<file path="src/urm_pkg.sv">
// Shared types and constants for the ultrasonic range measurement unit.
`timescale 1ns / 1ps
`default_nettype none

package urm_pkg;

    // Field widths
    localparam int SETTLE_W    = 24;
    localparam int TRIG_W      = 16;
    localparam int PERIOD_W    = 8;
    localparam int SCALE_W     = 16;
    localparam int DIST_W      = 16;
    localparam int CFG_DATA_W  = 24;
    localparam int CFG_IDX_W   = 2;
    localparam int IN_TDATA_W  = 8;
    localparam int OUT_TDATA_W = 24;

    // Configuration register indexes
    localparam logic [CFG_IDX_W-1:0] CFG_SETTLE  = 2'd0;
    localparam logic [CFG_IDX_W-1:0] CFG_TRIGGER = 2'd1;
    localparam logic [CFG_IDX_W-1:0] CFG_PERIOD  = 2'd2;
    localparam logic [CFG_IDX_W-1:0] CFG_SCALE   = 2'd3;

    // Register values after reset
    localparam logic [SETTLE_W-1:0] SETTLE_RST  = 24'd7500050;
    localparam logic [TRIG_W-1:0]   TRIGGER_RST = 16'd751;
    localparam logic [PERIOD_W-1:0] PERIOD_RST  = 8'd4;
    localparam logic [SCALE_W-1:0]  SCALE_RST   = 16'd770;

    typedef struct packed {
        logic [SETTLE_W-1:0] settle_ticks;
        logic [TRIG_W-1:0]   trigger_ticks;
        logic [PERIOD_W-1:0] count_period_ticks;
        logic [SCALE_W-1:0]  scale_q16;
    } t_cfg;

    // Per-tick status that rides along the pipeline
    typedef struct packed {
        logic trigger_level;
        logic busy_res;
        logic done_res;
    } t_flags;

endpackage

`default_nettype wire

</file>
<file path="src/urm_seq.sv">
// Measurement sequencer: settle, trigger, echo timing and sample summing.
`timescale 1ns / 1ps
`default_nettype none

module urm_seq
    import urm_pkg::*;
#(
    parameter int SAMPLES    = 3,
    parameter int COUNT_BITS = 24
) (
    input  wire logic                    i_clk,
    input  wire logic                    i_rst_n,
    input  wire logic                    i_en,
    input  wire logic                    i_accept,
    input  wire logic                    i_start_req,
    input  wire logic                    i_echo_level,
    input  wire t_cfg                    i_cfg,
    output logic                         o_vld,
    output t_flags                       o_flags,
    output logic [COUNT_BITS+1:0]        o_sum
);

    localparam int SUM_W = COUNT_BITS + 2;
    localparam logic [COUNT_BITS-1:0] COUNT_MAX = '1;
    localparam logic [1:0] SAMPLES_C = 2'(SAMPLES);

    typedef enum logic [2:0] {
        PH_IDLE,
        PH_SETTLE,
        PH_TRIGGER,
        PH_WAIT_RISE,
        PH_COUNT
    } t_phase;

    t_phase                r_phase, n_phase;
    logic [SETTLE_W-1:0]   r_timer, n_timer;
    logic [COUNT_BITS-1:0] r_count, n_count;
    logic [SUM_W-1:0]      r_sum, n_sum;
    logic [1:0]            r_idx, n_idx;

    logic                  r_a_vld;
    t_flags                r_a_flags;
    logic [SUM_W-1:0]      r_a_sum;

    logic                  trig;
    logic                  done;
    logic                  counting;
    logic [SETTLE_W-1:0]   cur_timer;
    logic [COUNT_BITS-1:0] c_cur;
    logic [SETTLE_W-1:0]   timer_inc;
    logic [SETTLE_W-1:0]   cur_timer_inc;
    logic [1:0]            idx_inc;

    assign timer_inc     = r_timer + 1'b1;
    assign cur_timer_inc = cur_timer + 1'b1;
    assign idx_inc       = r_idx + 2'd1;

    always_comb begin
        n_phase   = r_phase;
        n_timer   = r_timer;
        n_count   = r_count;
        n_sum     = r_sum;
        n_idx     = r_idx;
        trig      = 1'b0;
        done      = 1'b0;
        counting  = 1'b0;
        cur_timer = r_timer;
        c_cur     = r_count;

        case (r_phase)
            PH_IDLE: begin
                if (i_start_req) begin
                    n_phase = PH_SETTLE;
                    n_timer = '0;
                    n_sum   = '0;
                    n_idx   = '0;
                    n_count = '0;
                end
            end
            PH_SETTLE: begin
                if (r_timer >= i_cfg.settle_ticks) begin
                    n_phase = PH_TRIGGER;
                    n_timer = '0;
                end else begin
                    n_timer = timer_inc;
                end
            end
            PH_TRIGGER: begin
                trig = 1'b1;
                if (timer_inc >= SETTLE_W'(i_cfg.trigger_ticks)) begin
                    n_phase = PH_WAIT_RISE;
                    n_timer = '0;
                end else begin
                    n_timer = timer_inc;
                end
            end
            PH_WAIT_RISE: begin
                // rising echo is counted on the same tick
                if (i_echo_level) begin
                    counting  = 1'b1;
                    cur_timer = '0;
                    c_cur     = '0;
                end
            end
            PH_COUNT: begin
                counting = 1'b1;
            end
            default: begin
                n_phase = PH_IDLE;
            end
        endcase

        if (counting) begin
            if (i_echo_level) begin
                n_phase = PH_COUNT;
                // first tick of each period bumps the count, saturating
                if (cur_timer == '0 && c_cur != COUNT_MAX) begin
                    n_count = c_cur + 1'b1;
                end else begin
                    n_count = c_cur;
                end
                // zero period behaves as one
                n_timer = (cur_timer_inc >= SETTLE_W'(i_cfg.count_period_ticks)) ? '0
                                                                                  : cur_timer_inc;
            end else begin
                n_sum   = r_sum + SUM_W'(c_cur);
                n_idx   = idx_inc;
                n_timer = '0;
                if (idx_inc >= SAMPLES_C) begin
                    done    = 1'b1;
                    n_phase = PH_IDLE;
                    n_idx   = '0;
                end else begin
                    n_phase = PH_TRIGGER;
                end
            end
        end
    end

    always_ff @(posedge i_clk) begin
        if (!i_rst_n) begin
            r_phase   <= PH_IDLE;
            r_timer   <= '0;
            r_count   <= '0;
            r_sum     <= '0;
            r_idx     <= '0;
            r_a_vld   <= 1'b0;
            r_a_flags <= '0;
        end else begin
            if (i_accept) begin
                r_phase <= n_phase;
                r_timer <= n_timer;
                r_count <= n_count;
                r_sum   <= n_sum;
                r_idx   <= n_idx;
            end
            if (i_en) begin
                r_a_vld                 <= i_accept;
                r_a_flags.trigger_level <= trig;
                r_a_flags.busy_res      <= (n_phase != PH_IDLE);
                r_a_flags.done_res      <= done;
                r_a_sum                 <= n_sum;
            end
        end
    end

    assign o_vld   = r_a_vld;
    assign o_flags = r_a_flags;
    assign o_sum   = r_a_sum;

endmodule

`default_nettype wire

</file>
<file path="config.mk">
export PLATFORM = sky130hd
export DESIGN_NAME = urm_seq
export DESIGN_NICKNAME = d
export VERILOG_FILES = /design/src/urm_pkg.sv /design/src/urm_seq.sv
export SDC_FILE = /design/constraint.sdc
export NUM_CORES = 1
export LEC_CHECK = 0
export ABC_AREA = 0
export BUFFER_PORTS_ARGS = -buffer_cell sky130_fd_sc_hd__clkbuf_2
export CORE_MARGIN = 2
export CORE_UTILIZATION = 25
export CTS_BUF_LIST = sky130_fd_sc_hd__clkbuf_4 sky130_fd_sc_hd__clkbuf_8 sky130_fd_sc_hd__clkbuf_16
export DETAILED_ROUTE_END_ITERATION = 7
export PLACE_DENSITY = 0.51
export SLEW_MARGIN = 20
export SYNTH_ARGS = -nofsm -noshare
export SYNTH_HDL_FRONTEND = slang
export SYNTH_SLANG_ARGS = --single-unit
export TNS_END_PERCENT = 30
</file>
<file path="constraint.sdc">
create_clock -name i_clk -period 9.1 [get_ports i_clk]
set_clock_uncertainty 0.15 [all_clocks]
set_input_delay 0.455 -clock i_clk [delete_from_list [all_inputs] [get_ports i_clk]]
set_output_delay 0.455 -clock i_clk [all_outputs]
set_load 0.01 [all_outputs]
</file>
==> results.txt, run 1 <==
outcome: complete, no violations
TritonCTS sink count: 109
most common cell after layout, fill and taps aside: sky130_fd_sc_hd__nand2_1
most used cells in the layout excluding fill and tap cells: sky130_fd_sc_hd__nand2_1, sky130_fd_sc_hd__nor2_1, sky130_fd_sc_hd__o21ai_0, sky130_fd_sc_hd__clkbuf_2, sky130_fd_sc_hd__dfxtp_1
area of the multi-input gates: 0.00542 mm^2
RSZ-0062 raised after global routing: no
I/O Buffers: 83
Critical Path End Type: flop
number of DRC markers in iteration 0: 421
Setup TNS: 0 ns
kind of path behind the tightest hold check: primary input to flop
Final #Nets: 1268
number of global-route vias before repair: 7489
Post-CTS Setup Repair Bufs: 0
final hold violations: 0
WHS: 0.311 ns
number of remaining DRC errors: 0
die width: 187 um
TritonCTS clock tree: done
Core Rows: 67
Max-Slew Margin vs Limit: 31.7%
final setup violation count: 0
number of iterations in the first detailed-routing pass: 5
flop and latch count out of synthesis: 109
RR Endpoint: r_sum[24]$_SDFFE_PN0P_
top-level port count: 100
IR drop worst, VDD: 0.0894 mV
flip-flop cell with the highest count after synthesis: sky130_fd_sc_hd__dfxtp_1
Routed Wire Length: 24700 um
fraction of met3 tracks used by global routing: 2.29%
post-synth design cell area: 0.00840 mm^2
worst-path cell with the longest stage delay: sky130_fd_sc_hd__a2111oi_1
startpoint of the worst hold path: i_en
critical path cell sequence: nand4b_1 > buf_4 > nand2_1 > fa_1 > nor2b_1 > o31a_1 > o21ai_0 > o21ai_1 > a31oi_1 > a2111oi_1 > mux2_2 > a22oi_1 > nor2_1
P per Cell Area: 114 mW/mm^2
total buffers and inverters traversed by the critical path: 1
startpoint of the lowest-slack register-to-register path: r_phase[2]$_SDFFE_PN0P_
fin. max-slew vios: 0
sequential cell area in the final layout: 0.00244 mm^2
total placed instance area: 0.00916 mm^2
core area: 0.0333 mm^2
met1 GRT Util: 19.7%
synthesized area per cell: 7.77 um^2
routed length per instance: 15.7 um
maximum number of pins on one net before global-route repair: 51
Post-CTS Hold Fix Bufs: 0
busiest layer in global routing: met2
worst endpoint data arrival time: 4.89 ns
met2 Resource Use GR: 22.0%
setup slack at placement: 4.19 ns
Worst Reg2Reg Path Length in Cells: 13
final worst-path cycle share: 52.8%
H-Tree Level Count: 3
leakage component of the power: 3.99 nW
number of antenna violations at the first check in global routing: 0
post-layout worst setup margin: 4.29 ns
later-pin clock latency in the skew report: 0.37 ns
Post-synth ARST share: 0%
overall fraction of global-route tracks in use: 14.0%
Crit Path Max Fanout: 38
post-layout instance area: 0.00947 mm^2
area of the die: 0.0351 mm^2
Detail Route Antenna Nets: 0
Worst Tran Pin Value: 1.02 ns
starting utilization of the core area: 25.2%
CTS resizes: 0
Post-Syn Instances: 1082
type of the worst setup path: flop to flop
Num CTS Buffers: 9
area grow syn2layout: 12.7%
maximum clock path buffer count: 2
fill cell instance count of the final layout: 3674
HPWL after detailed placement: 17700 um
Post-Syn Nets: 1229
Worst R2R Setup Slack: 4.29 ns
wire length of the first global-routing pass: 39900 um
yosys synthesis warning count: 0
CP delay by family, top: compound AO/OA/AOI/OAI gates
delay contributed by the slowest stage of the critical path: 0.67 ns
via/cell ratio: 4.98
grt ovf: 0
vertical die dimension: 187 um
count of flip-flops with a built-in enable after synthesis: 26
endpoint required time on the critical path: 9.18 ns
cell at the root of the clock tree: sky130_fd_sc_hd__clkbuf_16
Final Wtd Congestion: 0.851
min Tclk post-route: 4.81 ns
max_cap viols: 0
kind of start point of the critical path: flop
FMAX: 0.208 GHz
destination of the worst hold path: o_flags[2]$_SDFFE_PN0P_
total vias in the final route: 7844
count of unique library cells instantiated by Yosys: 73
Antenna diodes: 0
Hold Path Depth: 3
ratio of cells with drive above 1 in the final layout: 10.7%
sequential cell area fraction in the yosys report: 29.1%
CTS clk-pin slew, worst paths: 0.08 ns
-- layout make-up --
class / count / area share [%]
Clock buffer: 9 / 2.38
Clock inverter: 7 / 0.938
Inverter: 70 / 2.77
Multi-Input combinational cell: 840 / 57.2
Sequential cell: 109 / 25.8
Tap cell: 448 / 5.92
Timing Repair Buffer: 91 / 5.02
-- Yosys cell counts, drive strengths merged, types with 5 or more instances --
cell / count / share of area [%]
and2: 28 / 2.1
inv: 70 / 3.1
ha: 76 / 11
o31ai: 7 / 0.63
and4: 10 / 1.1
mux2i: 16 / 1.9
and3: 10 / 0.74
xor2: 20 / 2.1
a22o: 12 / 1.3
nor2b: 9 / 0.67
a21boi: 5 / 0.45
nor4b: 5 / 0.52
dfxtp: 83 / 20
a21o: 17 / 1.5
o21a: 6 / 0.54
o21ai: 93 / 5.6
edfxtp: 26 / 9.3
a21oi: 67 / 4.0
nand3: 49 / 2.9
o211ai: 6 / 0.54
nor4: 19 / 1.5
nand2b: 14 / 1.0
nor2: 95 / 4.2
a221oi: 7 / 0.73
nor3: 20 / 1.2
a31oi: 11 / 0.82
nand2: 118 / 5.3
a211oi: 12 / 1.1
nand4: 21 / 1.7
xnor2: 24 / 2.5
buf: 21 / 1.4
clkbuf: 42 / 1.9
a22oi: 6 / 0.54
-- report_power, final --
group          internal [mW]  switching [mW]  total, mW
clock                  0.221           0.207      0.429
combinational         0.0466          0.0868      0.133
sequential             0.503          0.0112      0.515
total                  0.771           0.305       1.08
-- cells by family (layout without fill, tap and decap cells) --
family          after synthesis  in the layout  synth area share, %
fa+ha+maj                    77             77                 11.6
xor+xnor                     44             44                 4.59
flops                       109            109                 29.1
compound gates              281            281                 21.1
mux                          17             17                 2.04
simple gates                421            421                 25.2
buf+inv                     133            177                 6.46
-- flip-flops by register name, summed over array words and instances (netlist names) --
signal / count
o_sum: 26
r_sum: 26
r_count: 24
r_timer: 24
o_flags: 3
r_phase: 3
r_idx: 2
o_vld: 1
-- worst max-delay path by stage --
stage,to,startpoint,cells after the start,slack [ns]
after global placement,r_sum[24]$_SDFFE_PN0P_,i_echo_level,14,4.26
after CTS,r_sum[24]$_SDFFE_PN0P_,r_phase[2]$_SDFFE_PN0P_,13,4.29
final,r_sum[24]$_SDFFE_PN0P_,r_phase[2]$_SDFFE_PN0P_,13,4.29
after global routing,r_sum[24]$_SDFFE_PN0P_,r_phase[2]$_SDFFE_PN0P_,13,3.90
after detailed placement,r_sum[24]$_SDFFE_PN0P_,i_echo_level,14,4.19
after floorplan,r_timer[0]$_SDFFE_PN0P_,i_echo_level,21,4.76
-- per-layer routing --
metal | up-vias | wire length, um
li1 | 3985 | -
met1 | 3665 | 12300
met2 | 170 | 10900
met3 | 24 | 1120
met4 | 0 | 371
met5 | - | 0
-- stage by stage --
stage          total power [mW]  util, %  cells
3_5_place_dp              0.660     27.5   1558
5_1_grt                    1.13     28.5   1574
6_report                   1.08     28.5   1574
2_1_floorplan             0.608        -   1082
4_1_cts                    1.10     28.5   1574
3_3_place_gp              0.658     27.5   1558
-- worst min-delay path: cells and delay by family --
family	cells	cell delay (ns)
buffers and inverters	1	0.15
AND/OR/NAND/NOR	1	0.10
AO/OA/AOI/OAI	1	0.06
No activity file was read; power rests on OpenSTA's default activity.
==> run 2: changes to the inputs <==
--- a/config.mk
+++ b/config.mk
@@ -11,7 +11,7 @@
 export CORE_UTILIZATION = 25
 export CTS_BUF_LIST = sky130_fd_sc_hd__clkbuf_4 sky130_fd_sc_hd__clkbuf_8 sky130_fd_sc_hd__clkbuf_16
 export DETAILED_ROUTE_END_ITERATION = 7
-export PLACE_DENSITY = 0.51
+export PLACE_DENSITY = 0.52
 export SLEW_MARGIN = 20
 export SYNTH_ARGS = -nofsm -noshare
 export SYNTH_HDL_FRONTEND = slang
==> constraint.sdc (replaced) <==
create_clock -name i_clk -period 4.3 [get_ports i_clk]
set_clock_uncertainty 0.15 [all_clocks]
set_input_delay 0.215 -clock i_clk [delete_from_list [all_inputs] [get_ports i_clk]]
set_output_delay 0.215 -clock i_clk [all_outputs]
set_load 0.01 [all_outputs]
==> run 2 against run 1 <==
Compared with the run above: routed wire length up 0.95%; cell count up 2.1%; non-clock buffer count is 33 higher; utilization grew 0.69 points; critical path depth unchanged; first-iteration DRC count is 14% higher; hold slack worse by 0.24 ns; sequential power grew 110%; total power up 110%; worst setup slack lost 3.9 ns; sequential share of layout area down 0.61 points; clock-buffer cell count rose by 1; critical path type unchanged; critical endpoint is now o_sum[23]$_DFFE_PP_.
==> results.txt, run 2 (synthesized netlist as in run 1, its figures left out) <==
outcome: complete, no violations
leakage component of the power: 4.15 nW
kind of path behind the tightest hold check: primary input to flop
Final #Nets: 1301
highest routed layer: met4
number of antenna violations at the first check in global routing: 0
I/O Buffers: 83
Num CTS Buffers: 9
overall fraction of global-route tracks in use: 14.3%
Antenna diodes: 0
DR WL met3: 930 um
cell at the root of the clock tree: sky130_fd_sc_hd__clkbuf_16
most common cell after layout, fill and taps aside: sky130_fd_sc_hd__nand2_1
TritonCTS clock tree: done
TritonCTS sink count: 109
critical path depth: 13
RSZ-0062 raised after global routing: no
FMAX: 0.253 GHz
delay contributed by the slowest stage of the critical path: 0.47 ns
wire length of the first global-routing pass: 40900 um
area grow syn2layout: 15.5%
max_cap viols: 0
later-pin clock latency in the skew report: 0.37 ns
type of the worst setup path: flop to flop
Routed Wire Length: 24900 um
ratio of cells with drive above 1 in the final layout: 13.4%
Worst Tran Pin Value: 0.882 ns
worst endpoint data arrival time: 3.92 ns
min Tclk post-route: 3.95 ns
Critical Path End Type: flop
Top cell by count, worst path: sky130_fd_sc_hd__a31oi_1
CP delay by family, top: compound AO/OA/AOI/OAI gates
share of the core filled with cells in the final layout: 29.2%
fin. max-slew vios: 0
final setup violation count: 0
Routed met2 length: 11100 um
vertical die dimension: 187 um
Crit Path Max Fanout: 20
Core Rows: 67
H-Tree Level Count: 3
fill cell instance count of the final layout: 3641
grt ovf: 0
maximum clock path buffer count: 2
number of remaining DRC errors: 0
routed metal-1 wirelength: 12400 um
final hold violations: 0
area of the die: 0.0351 mm^2
HPWL after detailed placement: 18500 um
number of global-route vias before repair: 7799
Max-Slew Margin vs Limit: 41.0%
Post-CTS Hold Fix Bufs: 0
starting utilization of the core area: 25.2%
maximum number of pins on one net before global-route repair: 51
final worst-path cycle share: 92.0%
P per Cell Area: 232 mW/mm^2
routed length per instance: 15.5 um
Hold Path Depth: 3
kind of start point of the critical path: flop
total vias in the final route: 7990
most used cells in the layout excluding fill and tap cells: sky130_fd_sc_hd__nand2_1, sky130_fd_sc_hd__nor2_1, sky130_fd_sc_hd__o21ai_0, sky130_fd_sc_hd__clkbuf_2, sky130_fd_sc_hd__dfxtp_1
number of DRC markers in iteration 0: 478
number of iterations in the first detailed-routing pass: 5
worst-path cell with the longest stage delay: sky130_fd_sc_hd__o31ai_1
total buffers and inverters traversed by the critical path: 1
Final Wtd Congestion: 0.849
endpoint required time on the critical path: 4.27 ns
die width: 187 um
Detail Route Antenna Nets: 0
Worst Reg2Reg Path Length in Cells: 13
critical path cell sequence: nand4b_1 > buf_4 > and2_1 > ha_1 > nand2_1 > o21ai_0 > a31oi_1 > a21boi_0 > a41oi_1 > o31ai_1 > a31oi_1 > xnor2_1 > a22o_1
top-level port count: 100
CTS clk-pin slew, worst paths: 0.08 ns
via/cell ratio: 4.97
IR drop worst, VDD: 0.197 mV
core area: 0.0333 mm^2
Setup TNS: 0 ns
[run 2: changes by cell type in the layout (fill, tap and decap cells not counted), sizes merged]
| cell | before | now |
|---|---|---|
| clkbuf | 92 | 93 |
| buf | 8 | 41 |
| bufinv | 1 | 0 |
[run 2: through the flow]
step                      hold slack [ns]  power, mW  setup slack [ns]  area (um^2)  cells
after CTS                          0.0607       2.28             0.267         9680   1605
final                              0.0703       2.25             0.346         9700   1607
after global routing               0.0935       2.35            0.0167         9700   1607
after global placement              0.307       1.41             0.324         9390   1589
after floorplan                     0.313       1.29            0.0346         8400   1082
after detailed placement            0.313       1.41             0.290         9390   1589
[run 2: layout make-up]
cell class              instances  area (um^2)  share of cell area, %
clock inverters                 6         52.6                  0.542
multi-input cells             840         5420                   55.9
flip-flops and latches        109         2440                   25.2
clock buffers                  10          239                   2.46
inverters                      70          263                   2.71
well taps                     448          561                   5.78
repair buffers                124          723                   7.45
[run 2: path summary, 6_finish.rpt]
kind / start / end / slack (ns)
max: r_phase[2]$_SDFFE_PN0P_ / o_sum[23]$_DFFE_PP_ / 0.35
min: i_en / o_flags[0]$_SDFFE_PN0P_ / 0.07
max reg2reg: r_phase[2]$_SDFFE_PN0P_ / o_sum[23]$_DFFE_PP_ / 0.35
min reg2reg: o_flags[2]$_SDFFE_PN0P_ / o_flags[2]$_SDFFE_PN0P_ / 0.32
[run 2: where the power goes]
part / internal (mW) / switching, mW / total (mW)
registers: 1.07 / 0.0116 / 1.08
logic: 0.111 / 0.201 / 0.312
clock network: 0.422 / 0.438 / 0.860
total: 1.60 / 0.651 / 2.25
[run 2: routing by layer]
metal  GRT usage, %  vias to the layer above
li1               -                     4053
met1           19.8                     3757
met2           23.5                      157
met3           1.50                       23
met4           4.03                        0
met5              0                        -
[run 2: timing repair]
item,CTS,global route
endpoints found under the setup margin,0,1
resized for setup,0,1
buffers inserted,0,2
[run 2: worst min-delay path, stage by stage]
cell and delay [ns]:
sky130_fd_sc_hd__clkbuf_2 0.16, sky130_fd_sc_hd__nand3_1 0.10, sky130_fd_sc_hd__a21oi_1 0.06
